`src/rtl/bcw_pkg.sv`:
```
// Shared widths, payload structs and control structs for the barycentric weight pipeline.
// Used by every module of the block; depends on nothing else.
package bcw_pkg;

	// Field widths
	localparam int CW      = 16;              // vertex coordinate width, signed Q12.4
	localparam int CF      = 4;               // coordinate fraction bits
	localparam int PIX_W   = 12;              // pixel row/column width
	localparam int WF      = 16;              // weight fraction bits
	localparam int WW      = WF + 3;          // weight width, signed Q3.WF

	// Datapath widths
	localparam int PXW     = PIX_W + CF;                          // pixel in Q.4 units
	localparam int DW      = ((CW > PXW) ? CW : PXW) + 2;         // coordinate difference
	localparam int PW      = 2 * DW;                              // product
	localparam int SW      = PW + 1;                              // sum of two products
	localparam int NW      = PW + 3;                              // numerators incl. gamma
	localparam int MW      = NW;                                  // magnitudes
	localparam int QW      = WF + 4;                              // 3 integer + WF+1 fraction
	localparam int RW      = MW + 3;                              // divider remainder

	// Stream widths
	localparam int IN_TDATA_W  = ((6 * CW + 2 * PIX_W + 7) / 8) * 8;
	localparam int OUT_TDATA_W = ((3 * WW + 7) / 8) * 8;

	// Per-item control traveling alongside the data
	typedef struct packed {
		logic vld;
		logic zero;    // denominator is zero
	} bcw_ctl_t;

	// Signed numerator as sign of the quotient and magnitude
	typedef struct packed {
		logic          neg;
		logic [MW-1:0] mag;
	} bcw_num_t;

	// One finished result
	typedef struct packed {
		logic                 degenerate;
		logic signed [WW-1:0] weight_c;
		logic signed [WW-1:0] weight_b;
		logic signed [WW-1:0] weight_a;
	} bcw_res_t;

endpackage

```
`src/rtl/bcw_obuf.sv`:
```
// Two-entry output buffer: output register plus skid register, so the pipeline keeps
// moving while one result waits. Depends on bcw_pkg.
module bcw_obuf (
	input  logic              clk,
	input  logic              arst_n,
	input  logic              push,
	input  bcw_pkg::bcw_res_t in_res,
	output logic              ready,
	output logic              out_vld,
	input  logic              out_rdy,
	output bcw_pkg::bcw_res_t out_res
);
	import bcw_pkg::*;

	logic     out_v_q, skid_v_q;
	bcw_res_t out_q, skid_q;
	logic     pop;

	// Pipeline may advance unless both entries hold results
	assign ready   = ~(out_v_q & skid_v_q);
	assign pop     = out_v_q & out_rdy;
	assign out_vld = out_v_q;
	assign out_res = out_q;

	// Track occupancy
	always_ff @(posedge clk or negedge arst_n) begin
		if (!arst_n) begin
			out_v_q  <= 1'b0;
			skid_v_q <= 1'b0;
		end else if (pop || !out_v_q) begin
			if (skid_v_q) begin
				out_v_q  <= 1'b1;
				skid_v_q <= push;
			end else begin
				out_v_q  <= push;
			end
		end else if (push) begin
			skid_v_q <= 1'b1;
		end
	end

	// Move payloads, oldest at the output
	always_ff @(posedge clk) begin
		if (pop || !out_v_q) begin
			if (skid_v_q) begin
				out_q <= skid_q;
				if (push) begin
					skid_q <= in_res;
				end
			end else begin
				out_q <= in_res;
			end
		end else if (push) begin
			skid_q <= in_res;
		end
	end

	a_skid_implies_out: assert property (@(posedge clk) disable iff (!arst_n)
		skid_v_q |-> out_v_q)
		else $error("skid entry held while output entry empty");

	a_no_push_when_full: assert property (@(posedge clk) disable iff (!arst_n)
		push |-> ready)
		else $error("result pushed into full output buffer");

	a_skid_fills_on_stall: assert property (@(posedge clk) disable iff (!arst_n)
		$rose(skid_v_q) |-> $past(out_v_q && !out_rdy))
		else $error("skid entry filled without a stalled output");

endmodule
```
`config.mk`:
```
export PLATFORM = sky130hd
export DESIGN_NAME = bcw_obuf
export DESIGN_NICKNAME = d
export VERILOG_FILES = /design/src/rtl/bcw_pkg.sv /design/src/rtl/bcw_obuf.sv
export SDC_FILE = /design/constraint.sdc
export NUM_CORES = 1
export LEC_CHECK = 0
export BUFFER_PORTS_ARGS = -buffer_cell sky130_fd_sc_hd__buf_4
export CAP_MARGIN = 20
export CORE_MARGIN = 2
export CORE_UTILIZATION = 40
export CTS_CLUSTER_DIAMETER = 120
export CTS_CLUSTER_SIZE = 14
export DETAILED_ROUTE_END_ITERATION = 8
export GPL_ROUTABILITY_DRIVEN = 0
export PLACE_DENSITY_LB_ADDON = 0.1
export RECOVER_POWER = 50
export SYNTH_ARGS = -nofsm -noshare
export SYNTH_HDL_FRONTEND = slang
export SYNTH_SLANG_ARGS = --single-unit
export TNS_END_PERCENT = 5
```
`constraint.sdc`:
```
create_clock -name clk -period 2.4 [get_ports clk]
set_input_delay 0.24 -clock clk [delete_from_list [all_inputs] [get_ports clk]]
set_output_delay 0.24 -clock clk [all_outputs]
set_load 0.02 [all_outputs]
```
# ---- Word-level counts from Yosys, hierarchy flattened
# Index checks and enable logic that the tools add are counted.
dict set report word_totals {
  out_inout_bits 60
  word_cells 25
  romBits 0
  latchBits 0
  mem_bits_rw 0
  mem_count 0
  register_bits 118
  input_bits 62
}
dict set report classes {
  n_addsub 0
  muxes 8
  magnitude_cmp 0
  shifts 0
  n_mul 0
  div 0
  n_bitwise 3
  reduce_logical 3
  eq_ne 1
}
# operator n
set ops {}
lappend ops {{58-bit 2-to-1 mux} 4}
lappend ops {{1-bit 2-to-1 mux} 4}
lappend ops {{1-bit AND} 2}
lappend ops {{2-bit != test (second input constant)} 1}
lappend ops {{2-bit nonzero test} 1}
lappend ops {{1-bit zero test} 1}
lappend ops {{1-bit logical OR} 1}
lappend ops {{1-bit inverter} 1}

# ---- Logic depth before layout (Yosys ltp)
# Gate-level depths: netlist of the first run.
dict set report logic_depth {
  depth_word 3
  mapped_depth 3
}

# ---- Worst setup path before layout of the first run
# OpenSTA, ideal clock, no wires.
dict set report synth_timing {
  path_type {register to register}
  startpoint {register out_v_q (netlist: out_vld)}
  endpoint {register skid_q[0] (netlist bit) (enable)}
  stages_incl_launch_ff 3
  n_path_buf 0
  required_time_ns 1.980
  period_less_slack_ns 2.500
  path_slack_ns -0.100
  t_arrival_ns 2.081
  setup_time_ns 0.420
  cell_sequence {dfrtp_1 > nor2b_1 > o21a_1}
}
dict set report synth_between {
  elab_chain_cells 3
  word_cells_on_any_way 4
  classes_between {eq/ne: 1; bitwise: 1; reduce/logical: 2}
}
# item line_no
set synth_lines {}
lappend synth_lines {{start, declared} bcw_obuf.sv:15} ;# logic out_v_q, skid_v_q;
lappend synth_lines {{start signal, assigned} bcw_obuf.sv:35} ;# out_v_q <= push;
lappend synth_lines {{1-bit AND or 1-bit zero test (tied branches)} {bcw_obuf.sv:21, bcw_obuf.sv:44}}
lappend synth_lines {{1-bit logical OR (*)} bcw_obuf.sv:44} ;# if (pop || !out_v_q) begin
lappend synth_lines {{2-bit != test (no source line) (*)} n/a}
lappend synth_lines {{end signal, assigned} bcw_obuf.sv:48} ;# skid_q <= in_res;
lappend synth_lines {{end signal, assigned} bcw_obuf.sv:54} ;# skid_q <= in_res;
lappend synth_lines {{end, declared} bcw_obuf.sv:16} ;# bcw_res_t out_q, skid_q;
# Every way passes the cells marked *; elsewhere a longest branch is shown, timed or not.
# A chain may end at the register's enable or synchronous reset.

# ---- Worst setup path in the final report of the first run
dict set report layout_timing {
  startpoint {register skid_v_q}
  endpoint {register skid_q[8] (netlist bit) (enable)}
}
dict set report layout_between {
  elab_chain_cells 1
}
# item line_no
set layout_lines {}
lappend layout_lines {{start, declared} bcw_obuf.sv:15}
lappend layout_lines {{start signal, assigned} bcw_obuf.sv:33} ;# skid_v_q <= push;
lappend layout_lines {{2-bit != test (no source line)} n/a}
# No other way between the ends.

==> impl_metrics.toml, run 1 <==
[power_and_ir_drop]
power_mw = 5.882
pwr-share-comb_pct = 11.3
switchingPower_mw = 1.263
power.share.switching_pct = 21.48
p_clk_share_pct = 44.9
seqPwrFrac_pct = 43.8
power_report.internal_total_mw = 4.619
p_leak_nw = 2.163
pwr_density_cell_mw_per_mm2 = 1007
worst_ir_drop_vdd_v = 0.0005976

[sta]
skew_ns = 0.005944
maxSlewHeadroom_pct = 52.74
finalHoldViolations = 0
rsz0062_at_grt = "no"
finalMaxSlewViolations = 0
total_negative_slack_ns = 0
tightestPinTransition_ns = 0.7089
timing.fmax_mhz = 556.6
timing.final.crit_share_pct = 74.86
timing.final.setup_violations = 0
final.min_clock_period_ns = 1.797
hold-worst-slack_ns = 0.04582

[cts]
htree_levels = 4
clk_transition_reported_paths_ns = 0.05
cts-buffers-inserted = 17
cts_buffer_depth = 2
worstSkewPairLatency_ns = 0.40
ctsResizeCount = 0
cts_num_sinks = 118
tritoncts_clock_tree = "built"
clock_tree.root_cell = "sky130_fd_sc_hd__clkbuf_16"

[cells_and_area]
nets = 392
flow.area_growth_from_synthesis_pct = 27.76
antenna_cells_inserted = 0
layout.cells.non_filler = 485
final_common_cell = "sky130_fd_sc_hd__edfxtp_1"
most-common-layout-cells = "sky130_fd_sc_hd__edfxtp_1, sky130_fd_sc_hd__clkbuf_1, sky130_fd_sc_hd__mux2_4, sky130_fd_sc_hd__clkbuf_4, sky130_fd_sc_hd__clkbuf_16"
drive_gt1_share_pct = 32.16

[detailed_routing]
routed_via_density = 4.553
route.detailed.drc = 0
drt_pass1_iterations = 4
dr_total_vias = 2208
ant_nets = 0
drt_iter0_drc = 62
detail_route.wirelength_mm = 7.712
routed_wire_length_per_instance_um = 15.90

[yosys]
ys_seq_area_share_pct = 77.31
synthesis.area_per_instance_um2 = 24.18
synth.lib_cells_used.distinct = 12
netlist.top_cell.by_area = "sky130_fd_sc_hd__edfxtp_1"
synth_top_cell_area_share_pct = 76.21
postSynthCellCount = 189
post_synth_instance_area_mm2 = 0.004571
ys_warn_count = 0
ys_top_cells_by_area = "sky130_fd_sc_hd__edfxtp_1, sky130_fd_sc_hd__mux2_4, sky130_fd_sc_hd__buf_12"
postSynthRegisterBits = 118
synthesis.nets = 251

[floorplanning]
number_of_placement_rows = 39
core_area_mm2 = 0.01127
design.portCount = 122
fp.dieArea_mm2 = 0.01230
fp.dieW_um = 110.9
initial_core_util_pct = 40.55
floorplan.die.height_um = 110.9

[grt]
grt_overflow_total = 0
largest_net_degree_at_the_start_of_global_routing = 37
grt_pass1_wl_mm = 12.32
antenna_found_initial = 0
first_global_vias = 2355
globalRouteTotalUtil_pct = 13.34

[critical_path]
timing.critical_path.fanout_max = 15
timing.critical_path.slowest_cell_delay_ns = 0.80
critical-path-slowest-cell = "sky130_fd_sc_hd__dfrtp_1"
setup.worst_path.start_class = "flip-flop"
crit_path_cell_chain = "o21a_2 > buf_4"
critPathRequiredTime_ns = 2.50
path_class = "flip-flop to flip-flop"
critPathCaptureType = "flip-flop"
worstPathArrival_ns = 1.89

[placement]
dp_hpwl_mm = 5.266
place_inst = 453
portBuffers = 121

[min_path]
holdCritPathClass = "input port to flip-flop"

[flow_run]
timing.max_cap.violations = 0

[run_status]
outcome = "finished, final reports clean"
cell usage after synthesis:
cell,n
sky130_fd_sc_hd__o21a_1,1
sky130_fd_sc_hd__nand2_1,1
sky130_fd_sc_hd__buf_6,1
sky130_fd_sc_hd__inv_1,1
sky130_fd_sc_hd__buf_12,6
sky130_fd_sc_hd__maj3_2,1
sky130_fd_sc_hd__nor2b_1,1
sky130_fd_sc_hd__mux2_2,1
sky130_fd_sc_hd__edfxtp_1,116
sky130_fd_sc_hd__mux2_4,57
sky130_fd_sc_hd__or3_1,1
sky130_fd_sc_hd__dfrtp_1,2
power groups by stage:
stage	clock [mW]	sequential [mW]	combinational, mW
floorplan	0	2.76	0.384
global placement	0	2.62	0.810
detailed placement	0	2.63	0.816
CTS	2.70	2.59	0.818
global route	2.79	2.60	0.714
finish	2.64	2.58	0.666
worst paths after layout:
| kind | end | from | depth (start not counted) | slack (ns) |
|---|---|---|---|---|
| setup reg to reg | skid_q[8] | skid_v_q | 2 | 0.60 |
| setup / recovery | skid_q[8] | skid_v_q | 2 | 0.60 |
| hold reg to reg | out_res[23] | skid_q[23] | 1 | 0.53 |
| hold / removal | skid_q[9] | in_res[9] | 1 | 0.05 |
| min in group asynchronous | out_vld | arst_n | 2 | 0.17 |
| max in group asynchronous | skid_v_q | arst_n | 2 | 2.09 |
flip-flops by register name, indices dropped and copies added (netlist names):
name and flops:
out_res 58, out_vld 1, skid_q 58, skid_v_q 1
area by class of cell:
cell class | count | area, um2
Fill cell | 997 | 5433
Sequential cell | 118 | 3533
Multi-Input combinational cell | 63 | 865.8
Timing Repair Buffer | 129 | 640.6
Clock buffer | 19 | 432.9
Clock inverter | 12 | 183.9
Tap cell | 143 | 178.9
Inverter | 1 | 3.754
worst max-delay path: cells and delay by family, from the launching register on:
kind / cells / cell delay [ns]
compound gates: 1 / 0.43
buf+inv: 1 / 0.27
flops: 1 / 0.80
logic make-up after synthesis:
kind of cell / share of synthesized area [%]
simple gates: 0.3560
fa+ha+maj: 0.2464
compound gates: 0.1643
mux: 18.97
flops: 77.31
buf+inv: 2.956
timing repair:
item | CTS | global route
hold buffers | 1 | 0
setup buffers | 0 | 0
endpoints found under the hold margin | 2 | 0
through the flow:
| step | util, % | cell area [um2] | setup slack (ns) |
|---|---|---|---|
| floorplan | - | 4572 | 0.2086 |
| global placement | 49.76 | 5609 | 0.8274 |
| detailed placement | 49.76 | 5609 | 0.8018 |
| CTS | 55.32 | 6236 | 0.7978 |
| global route | 51.80 | 5839 | 0.4707 |
| finish | 51.80 | 5839 | 0.6033 |
metal layers:
metal,global-route usage [%],vias up,wire length (um)
met4,4.750,0,86
met5,0,-,0
met2,21.72,80,3864
li1,-,1038,-
met3,6.506,9,622
met1,15.36,1081,3139
No activity file was read; power rests on OpenSTA's default activity.
==> inputs of run 2 (changes only) <==
--- a/config.mk
+++ b/config.mk
@@ -5,6 +5,7 @@
 export SDC_FILE = /design/constraint.sdc
 export NUM_CORES = 1
 export LEC_CHECK = 0
+export ABC_AREA = 1
 export BUFFER_PORTS_ARGS = -buffer_cell sky130_fd_sc_hd__buf_4
 export CAP_MARGIN = 20
 export CORE_MARGIN = 2
==> constraint.sdc (replaced) <==
create_clock -name clk -period 1.78 [get_ports clk]
set_input_delay 0.178 -clock clk [delete_from_list [all_inputs] [get_ports clk]]
set_output_delay 0.178 -clock clk [all_outputs]
set_load 0.02 [all_outputs]
==> run 2 against run 1 <==
- synthesized cell count increased by 67%
- combinational power increased by 65%
- setup slack got worse by 0.48 ns
- design area increased by 10%
- clock power increased by 27%
- non-clock buffer count increased by 59
- total power increased by 35%
- die area decreased by 5.5%
- via count increased by 32%
- critical endpoint is now ready
- largest cell class unchanged
- highest routed layer unchanged
==> impl_metrics.toml, run 2 <==
[run_status]
outcome = "finished, final reports clean"

[sta]
hold-worst-slack_ns = 0.4217
layout_setup_ws_ns = 0.1226
timing.final.setup_violations = 0
rsz0062_at_grt = "no"
tightestPinTransition_ns = 0.8338
skew_ns = 0.006233
timing.final.crit_share_pct = 93.11
maxSlewHeadroom_pct = 44.41
timing.fmax_mhz = 603.3
finalMaxSlewViolations = 0
finalHoldViolations = 0
final.min_clock_period_ns = 1.657

[critical_path]
setup.worst_path.start_class = "flip-flop"
critPathCaptureType = "primary output"
path_class = "flip-flop to primary output"
critPathRequiredTime_ns = 1.60
worstPathArrival_ns = 1.48
timing.critical_path.fanout_max = 61

[placement]
pre_cts_slack_ns = 0.4079
place_inst = 565
post_dp_cell_area_mm2 = 0.005398
dp_hpwl_mm = 5.146
portBuffers = 121

[cells_and_area]
final_common_cell = "sky130_fd_sc_hd__nand2_1"
stdcell_area_mm2 = 0.006424
layout.cells.non_filler = 659
antenna_cells_inserted = 0
nets = 572
most-common-layout-cells = "sky130_fd_sc_hd__nand2_1, sky130_fd_sc_hd__edfxtp_1, sky130_fd_sc_hd__dlygate4sd3_1, sky130_fd_sc_hd__clkbuf_1, sky130_fd_sc_hd__clkbuf_4"
flow.area_growth_from_synthesis_pct = 49.07
drive_gt1_share_pct = 21.41

[detailed_routing]
drt_pass1_iterations = 5
route.detailed.drc = 0
detail_route.wirelength_mm = 8.917
dr_total_vias = 2911
routed_via_density = 4.417
ant_nets = 0
routed_wire_length_per_instance_um = 13.53
drt_iter0_drc = 95

[min_path]
holdCritPathClass = "input port to flip-flop"

[yosys]
synth-main-ff-cell = "sky130_fd_sc_hd__edfxtp_1"
number_of_enable_type_register_cells_in_the_synthesized_netlist = 116
most_frequent_cell_after_synthesis = "sky130_fd_sc_hd__nand2_1"
netlist_top_cells_count = "sky130_fd_sc_hd__nand2_1, sky130_fd_sc_hd__edfxtp_1, sky130_fd_sc_hd__buf_2"
yosys-mux-area-fraction_pct = 0
postSynthRegisterBits = 118
postSynthCellCount = 316
synthSimpleGateAreaFrac_pct = 15.88
ys_async_sr_fraction_pct = 1.695
netlist.top_cell.by_area = "sky130_fd_sc_hd__edfxtp_1"
synth_top_cell_area_share_pct = 80.84
ys_top_cells_by_area = "sky130_fd_sc_hd__edfxtp_1, sky130_fd_sc_hd__nand2_1, sky130_fd_sc_hd__buf_2"
post_synth_instance_area_mm2 = 0.004309
synthesis.nets = 378
synth.lib_cells_used.distinct = 10
synth-compound-area-share_pct = 0
post_synth_xor_xnor_area_pct = 0
ys_seq_area_share_pct = 82.00
post_synth_fa_ha_maj_area_fraction_pct = 0
synthesis.area_per_instance_um2 = 13.64
ys_warn_count = 0
synth_top_family_by_area = "simple AND/OR/NAND/NOR gates"

[grt]
antenna_found_initial = 0
grt_pass1_wl_mm = 13.76
grt_overflow_total = 0
first_global_vias = 2808
largest_net_degree_at_the_start_of_global_routing = 62
globalRouteTotalUtil_pct = 16.03

[floorplanning]
floorplan.die.height_um = 107.8
fp.dieW_um = 107.8
fp.dieArea_mm2 = 0.01162
number_of_placement_rows = 37
initial_core_util_pct = 41.55
design.portCount = 122
core_area_mm2 = 0.01037

[power_and_ir_drop]
worst_ir_drop_vdd_v = 0.0005425
power_mw = 7.957
pwr_density_cell_mw_per_mm2 = 1239
p_leak_nw = 2.684

[cts]
tritoncts_clock_tree = "built"
cts_buffer_depth = 2
cts_num_sinks = 118
clk_transition_reported_paths_ns = 0.05
cts-buffers-inserted = 17
htree_levels = 4
worstSkewPairLatency_ns = 0.50
clock_tree.root_cell = "sky130_fd_sc_hd__clkbuf_8"

[flow_run]
timing.max_cap.violations = 0
==> run 2: changes by cell type after synthesis, sizes merged, moves of 2 or more <==
cell | previous run | this run
inv | 1 | 3
buf | 7 | 13
nand2 | 1 | 180
mux2 | 58 | 0
==> run 2: worst max-delay path, stage by stage (launching register included) <==
cell,delay [ns]
sky130_fd_sc_hd__dfrtp_2,0.38
sky130_fd_sc_hd__buf_8,0.33
sky130_fd_sc_hd__nand2_1,0.09
sky130_fd_sc_hd__buf_4,0.17
==> run 2: power breakdown <==
part | switching (mW) | internal (mW) | total, mW | leakage, nW
Sequential | 0.0837 | 3.43 | 3.51 | 1.16
Clock | 1.10 | 2.24 | 3.35 | 0.285
Combinational | 0.678 | 0.420 | 1.10 | 1.24
==> run 2: stage by stage <==
stage               TNS [ns]  utilization (%)
floorplan             -22.42                -
global placement           0            52.05
detailed placement         0            52.05
CTS                        0            63.71
global route               0            61.94
finish                     0            61.94
==> run 2: final timing paths <==
| check | slack (ns) | startpoint | cells past startpoint | endpoint |
|---|---|---|---|---|
| max reg2reg | 0.15 | out_vld | 2 | out_res[51] |
| min in group asynchronous | 0.58 | arst_n | 3 | out_vld |
| max in group asynchronous | 1.05 | arst_n | 3 | skid_v_q |
| min | 0.42 | in_res[6] | 2 | skid_q[6] |
| max | 0.12 | skid_v_q | 3 | ready |
| min reg2reg | 0.51 | skid_q[20] | 2 | out_res[20] |
==> run 2: kinds of logic after synthesis <==
family,after synthesis
flops,118
simple gates,182
buf+inv,16
==> run 2: cell type report <==
| class | instances | area (um2) |
|---|---|---|
| Sequential cell | 118 | 3535 |
| Clock inverter | 12 | 158.9 |
| Multi-Input combinational cell | 182 | 705.7 |
| Clock buffer | 20 | 425.4 |
| Fill cell | 860 | 3946 |
| Tap cell | 136 | 170.2 |
| Inverter | 3 | 15.01 |
| Timing Repair Buffer | 188 | 1414 |
==> run 2: timing repair <==
item	in CTS	in global routing
setup buffers	0	0
pin swaps	0	0
setup endpoints to repair	1	1
endpoints found under the hold margin	120	0
resized for setup	1	2
hold buffers	62	0
==> run 2: layer usage <==
metal | wire length (um) | GRT usage (%) | vias to the layer above
li1 | - | - | 1457
met2 | 4776 | 27.99 | 79
met3 | 413 | 5.508 | 2
met5 | 0 | 0 | -
met4 | 51 | 6.136 | 0
met1 | 3676 | 18.01 | 1373
==> inputs of run 3 (changes only) <==
--- a/config.mk
+++ b/config.mk
@@ -5,7 +5,6 @@
 export SDC_FILE = /design/constraint.sdc
 export NUM_CORES = 1
 export LEC_CHECK = 0
-export ABC_AREA = 1
 export BUFFER_PORTS_ARGS = -buffer_cell sky130_fd_sc_hd__buf_4
 export CAP_MARGIN = 20
 export CORE_MARGIN = 2
==> run 3 against run 2 <==
- global-route usage decreased by 2.0 points
- clock skew increased by 0.0020 ns
- combinational power decreased by 4%
- critical endpoint unchanged
- first-iteration DRC count decreased by 41%
- highest routed layer unchanged
- critical path depth unchanged
- cell count decreased by 17%
- wire length decreased by 9.3%
==> impl_metrics.toml, run 3 (synthesized netlist as in run 1, its figures left out) <==
[critical_path]
critPathCaptureType = "primary output"
crit_path_cell_chain = "buf_4 > nand2_1 > buf_4"
timing.critical_path.slowest_cell_delay_ns = 0.43
path_class = "flip-flop to primary output"
critPathMostFrequentCell = "sky130_fd_sc_hd__buf_4"
timing.critical_path.fanout_max = 18
critPathRequiredTime_ns = 1.60
worstPathArrival_ns = 1.39
critical-path-slowest-cell = "sky130_fd_sc_hd__dfrtp_4"
setup.worst_path.start_class = "flip-flop"

[grt]
first_global_vias = 2609
grt_overflow_total = 0
grt_pass1_wl_mm = 13.11
globalRouteTotalUtil_pct = 13.98
largest_net_degree_at_the_start_of_global_routing = 44
antenna_found_initial = 0

[sta]
tightestPinTransition_ns = 0.4287
timing.final.setup_violations = 0
hold-worst-slack_ns = 0.1011
rsz0062_at_grt = "no"
timing.final.crit_share_pct = 88.08
skew_ns = 0.008224
timing.fmax_mhz = 637.8
finalHoldViolations = 0
maxSlewHeadroom_pct = 71.42
finalMaxSlewViolations = 0
final.min_clock_period_ns = 1.568

[cells_and_area]
flow.area_growth_from_synthesis_pct = 43.44
antenna_cells_inserted = 0
fillCellCount = 948
layout.cells.non_filler = 544
nets = 450
final_common_cell = "sky130_fd_sc_hd__edfxtp_1"
multiInputGateArea_um2 = 903.4
most-common-layout-cells = "sky130_fd_sc_hd__edfxtp_1, sky130_fd_sc_hd__clkbuf_1, sky130_fd_sc_hd__dlygate4sd3_1, sky130_fd_sc_hd__mux2_4, sky130_fd_sc_hd__clkbuf_4"
register_area_mm2 = 0.003538
drive_gt1_share_pct = 33.67

[power_and_ir_drop]
pwr_density_cell_mw_per_mm2 = 1255
worst_ir_drop_vdd_v = 0.0006891
switchingPower_mw = 1.721
pwr-share-comb_pct = 12.9
power_mw = 8.226
p_clk_share_pct = 45.0
power_report.internal_total_mw = 6.505
p_leak_nw = 2.502
power.share.switching_pct = 20.92
seqPwrFrac_pct = 42.1

[flow_run]
timing.max_cap.violations = 0

[placement]
place_inst = 452
dp_hpwl_mm = 5.000
portBuffers = 121

[detailed_routing]
routed_via_density = 4.408
drt_pass1_iterations = 4
routed_wire_length_per_instance_um = 14.87
detail_route.wirelength_mm = 8.089
ant_nets = 0
drt_iter0_drc = 56
route.detailed.drc = 0
dr_total_vias = 2398

[floorplanning]
floorplan.die.height_um = 110.9
initial_core_util_pct = 40.55
design.portCount = 122
fp.dieW_um = 110.9
core_area_mm2 = 0.01127
fp.dieArea_mm2 = 0.01230
number_of_placement_rows = 39

[cts]
tritoncts_clock_tree = "built"
worstSkewPairLatency_ns = 0.40
htree_levels = 4
cts_buffer_depth = 2
ctsResizeCount = 0
total_setup_buffers_inserted_after_cts = 0
clock_tree.root_cell = "sky130_fd_sc_hd__clkbuf_16"
cts_num_sinks = 118
cts-buffers-inserted = 17
clk_transition_reported_paths_ns = 0.05

[min_path]
holdCritPathClass = "input port to asynchronous set/reset pin"

[run_status]
outcome = "finished, final reports clean"
-- run 3: cell types whose count changed in the layout (fill, tap and decap cells not counted), sizes merged, moves of 2 or more --
| cell | before | now |
|---|---|---|
| buf | 39 | 8 |
| bufinv | 4 | 6 |
| clkbuf | 107 | 139 |
| dlygate4sd3 | 62 | 60 |
| inv | 2 | 0 |
| mux2 | 0 | 58 |
| nand2 | 180 | 1 |
-- run 3: per-layer routing --
metal  track usage [%]  wire, um  share of wire (%)  vias to the layer above
met5                 0         0                  0                        -
met4             5.500        79               0.98                        0
met3             5.960       624                7.7                        9
met2             22.62      3887                 48                       84
met1             16.58      3498                 43                     1144
li1                  -         -                  -                     1161
-- run 3: path summary, 6_finish.rpt --
path                            slack [ns]  cells past startpoint      start           to
max in group asynchronous             1.52                      2     arst_n     skid_v_q
worst min-delay path                  0.10                      2     arst_n      out_vld
worst max-delay path                  0.21                      3   skid_v_q        ready
worst min register to register        0.54                      1  skid_q[0]   out_res[0]
worst max register to register        0.23                      3    out_vld  out_res[40]
min in group clk                      0.29                      3    out_rdy     skid_v_q
-- run 3: per-stage QoR --
stage | TNS [ns] | cell area (um2) | setup WS, ns | util [%]
2_1_floorplan | -7.794 | 4584 | -0.07385 | -
3_3_place_gp | 0 | 5652 | 0.4038 | 50.14
3_5_place_dp | 0 | 5652 | 0.3990 | 50.14
4_1_cts | 0 | 6895 | 0.1680 | 61.17
5_1_grt | 0 | 6556 | 0.05971 | 58.16
6_report | 0 | 6556 | 0.2121 | 58.16
-- run 3: final cells by class --
| class | count | share of cell area, % |
|---|---|---|
| Clock inverter | 12 | 3.149 |
| Tap cell | 143 | 2.729 |
| Multi-Input combinational cell | 63 | 13.78 |
| Clock buffer | 20 | 6.660 |
| Sequential cell | 118 | 53.97 |
| Inverter | 1 | 0.07634 |
| Timing Repair Buffer | 187 | 19.64 |
-- run 3: worst max-delay path, delay by kind of cell, from the launching register on --
family | cells | cell delay [ns]
simple gates | 1 | 0.09
buf+inv | 2 | 0.48
flops | 1 | 0.43
-- run 3: what timing repair did --
item,in CTS,in global routing
endpoints found under the hold margin,61,0
endpoints found under the setup margin,0,0
hold buffers,60,0
-- run 3: power by group through the flow --
stage | clock network (mW) | registers (mW) | logic, mW
floorplan | 0 | 3.72 | 0.522
global placement | 0 | 3.51 | 1.13
detailed placement | 0 | 3.52 | 1.14
CTS | 3.79 | 3.47 | 1.25
global route | 3.91 | 3.49 | 1.14
finish | 3.70 | 3.46 | 1.06
